## src/hdl/prfl_pkg.sv

```systemverilog
// Shared constants, register indexes and controller command type for the page frame table.
package prfl_pkg;

    localparam int PAGE_W      = 20;
    localparam int SLOT_W      = 4;
    localparam int COUNT_W     = 32;
    localparam int CFG_INDEX_W = 2;
    localparam int CFG_DATA_W  = 5;
    localparam int FIU_W       = 5;

    localparam int FRAMES_DEFAULT = 16;

    // Configuration register indexes.
    localparam logic [CFG_INDEX_W-1:0] REG_LRU_MODE      = 2'd0;
    localparam logic [CFG_INDEX_W-1:0] REG_FRAMES_IN_USE = 2'd1;

    localparam logic [FIU_W-1:0]   FIU_RESET = 5'd16;
    localparam logic [COUNT_W-1:0] COUNT_MAX = {COUNT_W{1'b1}};

    // Commands from the controller to the datapath.
    typedef struct packed {
        logic load;    // capture the incoming page number
        logic scan;    // register tag compare and group minimum results
        logic commit;  // update the frame table and load the result register
    } prfl_cmd_t;

endpackage

```

## src/hdl/prfl_ctrl.sv

```systemverilog
// Controller state machine for the page frame table: sequencing and handshakes.
module prfl_ctrl
    import prfl_pkg::*;
(
    input  logic       clk,
    input  logic       rst_n,
    input  logic       in_valid,
    output logic       in_ready,
    output logic       out_valid,
    input  logic       out_ready,
    output prfl_cmd_t  cmd
);

    typedef enum logic [1:0] {
        ST_IDLE,
        ST_SCAN,
        ST_UPDATE
    } state_t;

    state_t state_reg;
    state_t state_next;
    logic   out_valid_reg;
    logic   out_valid_next;
    logic   can_commit;

    assign can_commit = !out_valid_reg || out_ready;

    always_comb
    begin
        state_next     = state_reg;
        out_valid_next = out_valid_reg;
        in_ready       = 1'b0;
        cmd            = '0;
        if (out_valid_reg && out_ready)
        begin
            out_valid_next = 1'b0;
        end
        case (state_reg)
            ST_IDLE:
            begin
                in_ready = 1'b1;
                if (in_valid)
                begin
                    cmd.load   = 1'b1;
                    state_next = ST_SCAN;
                end
            end
            ST_SCAN:
            begin
                cmd.scan   = 1'b1;
                state_next = ST_UPDATE;
            end
            ST_UPDATE:
            begin
                if (can_commit)
                begin
                    cmd.commit     = 1'b1;
                    out_valid_next = 1'b1;
                    in_ready       = 1'b1;
                    if (in_valid)
                    begin
                        cmd.load   = 1'b1;
                        state_next = ST_SCAN;
                    end
                    else
                    begin
                        state_next = ST_IDLE;
                    end
                end
            end
            default:
            begin
                state_next = ST_IDLE;
            end
        endcase
    end

    always_ff @(posedge clk or negedge rst_n)
    begin
        if (!rst_n)
        begin
            state_reg     <= ST_IDLE;
            out_valid_reg <= 1'b0;
        end
        else
        begin
            state_reg     <= state_next;
            out_valid_reg <= out_valid_next;
        end
    end

    assign out_valid = out_valid_reg;

    // A result is only committed when the output register is free or being drained.
    a_commit_room: assert property (@(posedge clk) disable iff (!rst_n)
        cmd.commit |-> (!out_valid_reg || out_ready))
        else $error("commit while result register is occupied");

    // The scan stage always hands over to the update stage.
    a_scan_then_update: assert property (@(posedge clk) disable iff (!rst_n)
        state_reg == ST_SCAN |=> state_reg == ST_UPDATE)
        else $error("scan not followed by update");

    // No new reference is taken while a scan is in flight.
    a_no_load_in_scan: assert property (@(posedge clk) disable iff (!rst_n)
        state_reg == ST_SCAN |-> !in_ready && !cmd.load)
        else $error("reference taken during scan");

    // Every commit leaves a result waiting at the output.
    a_commit_shows: assert property (@(posedge clk) disable iff (!rst_n)
        cmd.commit |=> out_valid_reg)
        else $error("committed result not presented");

endmodule

```

## src/hdl/prfl_dp.sv

```systemverilog
// Datapath of the page frame table: frame registers, tag compare, minimum search, counters.
module prfl_dp
    import prfl_pkg::*;
#(
    parameter int FRAMES = FRAMES_DEFAULT
)
(
    input  logic                   clk,
    input  logic                   rst_n,
    input  prfl_cmd_t              cmd,
    input  logic                   cfg_we,
    input  logic [CFG_INDEX_W-1:0] cfg_index,
    input  logic [CFG_DATA_W-1:0]  cfg_data,
    input  logic [PAGE_W-1:0]      page_number,
    output logic                   hit,
    output logic [SLOT_W-1:0]      slot,
    output logic                   evicted_valid,
    output logic [PAGE_W-1:0]      evicted_page,
    output logic [COUNT_W-1:0]     fault_count
);

    localparam int IW     = (FRAMES > 1) ? $clog2(FRAMES) : 1;
    localparam int GROUPS = (FRAMES + 7) / 8;
    localparam int CW     = $clog2(FRAMES + 1);
    localparam int NW     = (CW > FIU_W) ? CW : FIU_W;

    // Configuration.
    logic             lru_mode_reg;
    logic [FIU_W-1:0] fiu_reg;

    // Frame table.
    logic [PAGE_W-1:0]  page_reg  [FRAMES];
    logic [COUNT_W-1:0] stamp_reg [FRAMES];
    logic [FRAMES-1:0]  valid_reg;
    logic [COUNT_W-1:0] time_reg;
    logic [COUNT_W-1:0] faults_reg;

    logic [PAGE_W-1:0]  page_q_reg;

    // Scan stage results.
    logic               s1_hit_reg;
    logic [IW-1:0]      s1_hit_idx_reg;
    logic               s1_empty_reg;
    logic [IW-1:0]      s1_empty_idx_reg;
    logic [GROUPS-1:0]  grp_ok_reg;
    logic [COUNT_W-1:0] grp_stamp_reg [GROUPS];
    logic [IW-1:0]      grp_idx_reg   [GROUPS];

    logic [NW-1:0]      n_eff;
    logic [FRAMES-1:0]  active;
    logic               hit_c;
    logic [IW-1:0]      hit_idx_c;
    logic               empty_c;
    logic [IW-1:0]      empty_idx_c;
    logic [GROUPS-1:0]  grp_ok_c;
    logic [COUNT_W-1:0] grp_stamp_c [GROUPS];
    logic [IW-1:0]      grp_idx_c   [GROUPS];

    // Update stage signals.
    logic [IW-1:0]      min_idx_c;
    logic [COUNT_W-1:0] time_next;
    logic [COUNT_W-1:0] faults_next;
    logic [IW-1:0]      slot_c;
    logic [IW+SLOT_W-1:0] slot_wide;

    // Effective frame count, clamped to one and to FRAMES.
    always_comb
    begin
        n_eff = NW'(fiu_reg);
        if (fiu_reg == '0)
        begin
            n_eff = NW'(1);
        end
        else if (NW'(fiu_reg) > NW'(FRAMES))
        begin
            n_eff = NW'(FRAMES);
        end
    end

    for (genvar i = 0; i < FRAMES; i++)
    begin : g_active
        assign active[i] = NW'(i) < n_eff;
    end

    // Lowest matching frame and lowest empty frame among those in use.
    always_comb
    begin
        hit_c       = 1'b0;
        hit_idx_c   = '0;
        empty_c     = 1'b0;
        empty_idx_c = '0;
        for (int i = FRAMES - 1; i >= 0; i--)
        begin
            if (active[i] && valid_reg[i] && page_reg[i] == page_q_reg)
            begin
                hit_c     = 1'b1;
                hit_idx_c = IW'(i);
            end
            if (active[i] && !valid_reg[i])
            begin
                empty_c     = 1'b1;
                empty_idx_c = IW'(i);
            end
        end
    end

    // First level of the minimum search: oldest stamp within each group of eight.
    for (genvar g = 0; g < GROUPS; g++)
    begin : g_group
        logic               gf;
        logic [COUNT_W-1:0] gs;
        logic [IW-1:0]      gi;
        always_comb
        begin
            gf = 1'b0;
            gs = '0;
            gi = '0;
            for (int k = 0; k < 8; k++)
            begin
                if (g * 8 + k < FRAMES)
                begin
                    if (active[g * 8 + k] && (!gf || stamp_reg[g * 8 + k] < gs))
                    begin
                        gf = 1'b1;
                        gs = stamp_reg[g * 8 + k];
                        gi = IW'(g * 8 + k);
                    end
                end
            end
        end
        assign grp_ok_c[g]    = gf;
        assign grp_stamp_c[g] = gs;
        assign grp_idx_c[g]   = gi;
    end

    // Second level: strict compare in ascending group order keeps the lowest index on ties.
    always_comb
    begin
        logic               mf;
        logic [COUNT_W-1:0] ms;
        mf        = 1'b0;
        ms        = '0;
        min_idx_c = '0;
        for (int g = 0; g < GROUPS; g++)
        begin
            if (grp_ok_reg[g] && (!mf || grp_stamp_reg[g] < ms))
            begin
                mf        = 1'b1;
                ms        = grp_stamp_reg[g];
                min_idx_c = grp_idx_reg[g];
            end
        end
    end

    assign time_next   = (time_reg == COUNT_MAX) ? time_reg : time_reg + COUNT_W'(1);
    assign faults_next = (faults_reg == COUNT_MAX) ? faults_reg : faults_reg + COUNT_W'(1);

    always_comb
    begin
        if (s1_hit_reg)
        begin
            slot_c = s1_hit_idx_reg;
        end
        else if (s1_empty_reg)
        begin
            slot_c = s1_empty_idx_reg;
        end
        else
        begin
            slot_c = min_idx_c;
        end
    end

    assign slot_wide = (IW + SLOT_W)'(slot_c);

    // Control and configuration registers.
    always_ff @(posedge clk or negedge rst_n)
    begin
        if (!rst_n)
        begin
            lru_mode_reg <= 1'b0;
            fiu_reg      <= FIU_RESET;
            valid_reg    <= '0;
            time_reg     <= '0;
            faults_reg   <= '0;
        end
        else
        begin
            if (cfg_we && cfg_index == REG_LRU_MODE)
            begin
                lru_mode_reg <= cfg_data[0];
            end
            if (cfg_we && cfg_index == REG_FRAMES_IN_USE)
            begin
                fiu_reg <= cfg_data[FIU_W-1:0];
            end
            if (cmd.commit)
            begin
                time_reg <= time_next;
                if (!s1_hit_reg)
                begin
                    faults_reg        <= faults_next;
                    valid_reg[slot_c] <= 1'b1;
                end
            end
        end
    end

    // Payload registers.
    always_ff @(posedge clk)
    begin
        if (cmd.load)
        begin
            page_q_reg <= page_number;
        end
        if (cmd.scan)
        begin
            s1_hit_reg       <= hit_c;
            s1_hit_idx_reg   <= hit_idx_c;
            s1_empty_reg     <= empty_c;
            s1_empty_idx_reg <= empty_idx_c;
            grp_ok_reg       <= grp_ok_c;
            grp_stamp_reg    <= grp_stamp_c;
            grp_idx_reg      <= grp_idx_c;
        end
        if (cmd.commit)
        begin
            if (s1_hit_reg)
            begin
                if (lru_mode_reg)
                begin
                    stamp_reg[slot_c] <= time_next;
                end
            end
            else
            begin
                page_reg[slot_c]  <= page_q_reg;
                stamp_reg[slot_c] <= time_next;
            end
            hit           <= s1_hit_reg;
            slot          <= slot_wide[SLOT_W-1:0];
            evicted_valid <= !s1_hit_reg && !s1_empty_reg;
            evicted_page  <= (!s1_hit_reg && !s1_empty_reg) ? page_reg[min_idx_c] : '0;
            fault_count   <= s1_hit_reg ? faults_reg : faults_next;
        end
    end

endmodule

```

## src/hdl/page_replacement_fifo_lru.sv

```systemverilog
// Top level of the page frame table with FIFO or LRU replacement.
//
// This block keeps a fully associative table of FRAMES page frames and takes one
// page reference per input transfer, returning exactly one result transfer per
// reference: whether the page was resident, the frame that holds it afterwards,
// the page evicted to make room (if any) and the running, saturating fault count.
// Register 0 selects the policy (0 first in first out, 1 least recently used) and
// register 1 sets how many frames are in use; zero acts as one and values above
// FRAMES act as FRAMES. Write the registers only while the block is idle. A
// reference passes through two steps: a scan that compares its tag against every
// frame in use and finds the oldest stamp within each group of eight frames, and
// an update that reduces the group results, updates the frame table and loads
// the result register. No new reference is taken during the scan; with the result
// side ready, the next one is taken in the same cycle as the previous result is
// loaded, so a waiting result does not block the input until the following update.
// The slot field carries the low four bits of the frame index.
module page_replacement_fifo_lru
    import prfl_pkg::*;
#(
    parameter int FRAMES = FRAMES_DEFAULT
)
(
    input  logic                   clk,
    input  logic                   rst_n,
    input  logic                   cfg_we,
    input  logic [CFG_INDEX_W-1:0] cfg_index,
    input  logic [CFG_DATA_W-1:0]  cfg_data,
    input  logic                   in_valid,
    output logic                   in_ready,
    input  logic [PAGE_W-1:0]      page_number,
    output logic                   out_valid,
    input  logic                   out_ready,
    output logic                   hit,
    output logic [SLOT_W-1:0]      slot,
    output logic                   evicted_valid,
    output logic [PAGE_W-1:0]      evicted_page,
    output logic [COUNT_W-1:0]     fault_count
);

    prfl_cmd_t cmd;

    // The controller sequences each reference and owns both handshakes.
    prfl_ctrl u_ctrl (
        .clk       (clk),
        .rst_n     (rst_n),
        .in_valid  (in_valid),
        .in_ready  (in_ready),
        .out_valid (out_valid),
        .out_ready (out_ready),
        .cmd       (cmd)
    );

    // The datapath holds the frame table, counters, configuration and result register.
    prfl_dp #(
        .FRAMES (FRAMES)
    ) u_dp (
        .clk           (clk),
        .rst_n         (rst_n),
        .cmd           (cmd),
        .cfg_we        (cfg_we),
        .cfg_index     (cfg_index),
        .cfg_data      (cfg_data),
        .page_number   (page_number),
        .hit           (hit),
        .slot          (slot),
        .evicted_valid (evicted_valid),
        .evicted_page  (evicted_page),
        .fault_count   (fault_count)
    );

endmodule
```

## config.mk

```make
export PLATFORM = sky130hd
export DESIGN_NAME = page_replacement_fifo_lru
export DESIGN_NICKNAME = d
export VERILOG_FILES = /design/src/hdl/prfl_pkg.sv /design/src/hdl/prfl_ctrl.sv /design/src/hdl/prfl_dp.sv /design/src/hdl/page_replacement_fifo_lru.sv
export SDC_FILE = /design/constraint.sdc
export NUM_CORES = 2
export LEC_CHECK = 0
export BUFFER_PORTS_ARGS = -buffer_cell sky130_fd_sc_hd__buf_4
export CORE_UTILIZATION = 45
export DETAILED_ROUTE_END_ITERATION = 10
export PLACE_DENSITY_LB_ADDON = 0.15
export SYNTH_ARGS = -nofsm -noshare
export SYNTH_HDL_FRONTEND = slang
export SYNTH_HIERARCHICAL = 1
export SYNTH_SLANG_ARGS = --single-unit
```

## constraint.sdc

```tcl
create_clock -name clk -period 30.4 [get_ports clk]
set_input_delay 6.08 -clock clk [delete_from_list [all_inputs] [get_ports clk]]
set_output_delay 6.08 -clock clk [all_outputs]
set_load 0.1 [all_outputs]
```

==> reports/qor.yml <==
yosys:
  synthAdderAreaFrac_pct: 9.73
  syn_inst: 5198
  netlist_area_um2: 60100
  synth-seq-cells: 1082
  synth_seq_area_share_pct: 53.3
  synth_top_family_by_area: "simple AND/OR/NAND/NOR gates"
  synth-edff-count: 993
  synth.distinct_cells: 85
  synth_nets: 5697
  synthArstFlopShare_pct: 8.23
  yosys.area_share.xor_xnor_pct: 6.46
  synth_mux_area_share_pct: 3.62
  synth_warnings: 6
  syn_area_per_cell_um2: 11.6
  synth_compound_area_share_pct: 11.0
  synth-simple-area-share_pct: 12.2
  ys.flop_type: "edfxtp_1"
clocking:
  cts.clk_slew.worst_paths_ns: 0.06
  numCtsBuffers: 120
  htree_levels: 3
  cts_root_buffer: "clkbuf_16"
  hold_buffers: 0
  clk_path_buf_depth: 3
  cts_tree: "yes"
  clk-insertion-delay-late_ns: 0.75
  post_cts.repair.setup_buffers: 0
  cts_sinks: 1082
  cts_resized: 0
route:
  drcViolationCount: 0
  totalWireLength_mm: 178
  vias_per_cell: 5.83
  drtIter0Drc: 4108
  drtPass1Iterations: 6
  routedWlPerCell_um: 25.0
  ant_nets: 0
  num_vias: 41600
grt:
  grt_pass1_wl_mm: 264
  grt_pass1_vias: 40300
  grtUsageTotal_pct: 26.0
  grt_max_degree: 82
  antenna_found_initial: 1
  overflow: 0
min_path:
  holdCritPathClass: "reg2reg"
pwr:
  leakagePower_nw: 25.7
  max-vdd-ir-drop_v: 0.0000561
  powerDensity_nw_per_um2: 74.0
floorplan:
  initial_utilization_pct: 45.5
  core-area_um2: 132000
  rows: 133
  die_y_um: 367
  die_w_um: 367
  io_pins: 92
  die-area_um2: 135000
sta:
  finalCritPeriodShare_pct: 75.1
  tightestPinTransition_ns: 1.21
  hold_violations: 0
  max-slew-margin-rel_pct: 19.2
  fin_crit_ns: 22.83
  finClkSkew_ns: 0.0308
  fin_tns_setup_ns: 0
  setup_violations: 0
  rsz0062_at_grt: "no"
  slew_viol_final: 0
  clock.fmax_ghz: 0.0438
run:
  cap_violations: 0
worst_setup_path:
  cpMostUsedCell: "a21o_1"
  crit_path_top_delay_cell: "clkinv_1"
  critPathRequiredTime_ns: 30.86
  arrival_ns: 23.30
  crit_path_start_kind: "flop"
  path_class: "reg2reg"
  endpoint_kind: "flop"
  cp_slowest_stage_delay_ns: 0.97
  cp_max_fo: 64
layout:
  num-nets-final: 5760
  largest_register_ff_count: 512
  nFillCells: 11600
  multi_input_area_um2: 26500
  drive_gt1_share_pct: 11.3
  synthToLayoutAreaGrowth_pct: 12.1
  regArea_um2: 32000
  fin_cells: 7122
  num_antenna_cells: 0
placement:
  dp.cells: 6894
  place_congestion: 0.904
  dp_hpwl_mm: 124
  io_buffers: 91
outcome:
  status: "completed"
[worst paths after layout]
check	from	to	slack, ns	cells past startpoint
setup / recovery	u_dp/fiu_reg[1]$_DFFE_PN0P_	u_dp/grp_stamp_reg[21]$_DFFE_PP_	7.57	76
hold reg to reg	u_dp/faults_reg[29]$_DFFE_PN0P_	u_dp/faults_reg[29]$_DFFE_PN0P_	0.51	1
max in group asynchronous	rst_n	u_dp/lru_mode_reg$_DFFE_PN0P_	23.95	2
hold / removal	u_dp/faults_reg[29]$_DFFE_PN0P_	u_dp/faults_reg[29]$_DFFE_PN0P_	0.51	1
min in group asynchronous	rst_n	u_dp/faults_reg[8]$_DFFE_PN0P_	5.27	1
setup reg to reg	u_dp/fiu_reg[1]$_DFFE_PN0P_	u_dp/grp_stamp_reg[21]$_DFFE_PP_	7.57	76
[cell usage after synthesis (all sizes together), types with 11 or more instances]
library cell	n	area share, %
edfxtp	993	50
nand2	524	3.3
ha	467	9.7
nand3	288	2.4
inv	286	1.8
xnor2	261	3.8
nor2	245	1.5
a21oi	188	1.6
nand4	187	1.9
xor2	182	2.7
clkbuf	181	1.1
o21ai	148	1.2
a21o	131	1.6
mux2i	126	2.1
dfrtp	88	3.7
buf	74	0.74
mux2	72	1.5
a21boi	69	0.86
a31oi	65	0.70
a211oi	60	1.0
nor4	60	0.64
or2	57	0.59
a221oi	38	0.58
o221ai	37	0.54
nor3	36	0.30
o31ai	36	0.50
a2bb2oi	33	0.51
nor2b	32	0.34
o21a	28	0.35
nand2b	22	0.23
and3	20	0.21
and2	19	0.20
o211ai	18	0.22
and4	15	0.22
a2111oi	11	0.16
a211o	11	0.16
o22ai	11	0.11
or3	11	0.11
[cell type report]
cell class	instances	area share [%]
clock buffer	147	4.65
clock inverter	81	1.30
inverter	287	1.60
multi-input combinational	3574	39.4
sequential	1082	47.6
tap	1755	3.26
timing repair buffer	196	2.19
[per-stage QoR]
step | setup WS [ns] | cell area, um2 | total power, mW | hold slack (ns) | utilization [%]
2_1_floorplan | 14.04 | 60100 | 2.96 | 0.463 | -
5_1_grt | 5.85 | 67300 | 5.23 | 0.529 | 51.0
6_report | 7.57 | 67300 | 4.99 | 0.514 | 51.0
3_5_place_dp | 7.84 | 63300 | 3.51 | 0.504 | 48.0
3_3_place_gp | 8.24 | 63300 | 3.49 | 0.496 | 48.0
4_1_cts | 7.77 | 67300 | 5.01 | 0.512 | 51.0
[power by group]
group / switching, mW / internal (mW)
Sequential: 0.0553 / 1.74
Combinational: 1.12 / 0.588
Clock: 0.628 / 0.861
[critical path: cells and delay by family, from the launching register on]
kind | cells | cell delay, ns
compound gates | 41 | 10.74
fa+ha+maj | 7 | 1.91
buf+inv | 9 | 3.47
flops | 1 | 0.51
mux | 2 | 0.50
simple gates | 17 | 5.21
[per-layer routing]
| metal | share of wire, % | up-vias | wire length [um] | track usage [%] |
|---|---|---|---|---|
| li1 | - | 19400 | - | - |
| met1 | 45 | 20500 | 80000 | 37.0 |
| met2 | 45 | 1407 | 80400 | 40.8 |
| met3 | 6.1 | 260 | 10900 | 3.44 |
| met4 | 3.9 | 2 | 6890 | 9.30 |
| met5 | 0.0073 | - | 13 | 0 |
[kinds of logic after synthesis]
family | Yosys count
fa+ha+maj | 467
buf+inv | 542
mux | 198
compound gates | 932
xor+xnor | 443
flops | 1082
other cells | 1
simple gates | 1533
[placed cells by master, fill, tap and decap left out, types with 28 or more instances in the layout]
| cell | n |
|---|---|
| nor2b_1 | 30 |
| o21ai_0 | 140 |
| edfxtp_1 | 993 |
| ha_1 | 467 |
| nand2_1 | 523 |
| nor4_1 | 59 |
| a21boi_0 | 68 |
| a2bb2oi_1 | 32 |
| or2_1 | 41 |
| dfrtp_1 | 88 |
| a31oi_1 | 62 |
| o21a_1 | 28 |
| o221ai_1 | 37 |
| nor2_1 | 207 |
| nor2_2 | 33 |
| clkinv_2 | 29 |
| a221oi_1 | 37 |
| a21o_1 | 131 |
| o31ai_1 | 32 |
| mux2i_1 | 126 |
| nand3_1 | 288 |
| a21oi_1 | 182 |
| clkbuf_16 | 120 |
| nand4_1 | 187 |
| xor2_1 | 171 |
| nor3_1 | 36 |
| buf_4 | 196 |
| mux2_2 | 45 |
| a211oi_2 | 33 |
| inv_1 | 286 |
| xnor2_1 | 242 |
Power figures use the tool's default switching activity.
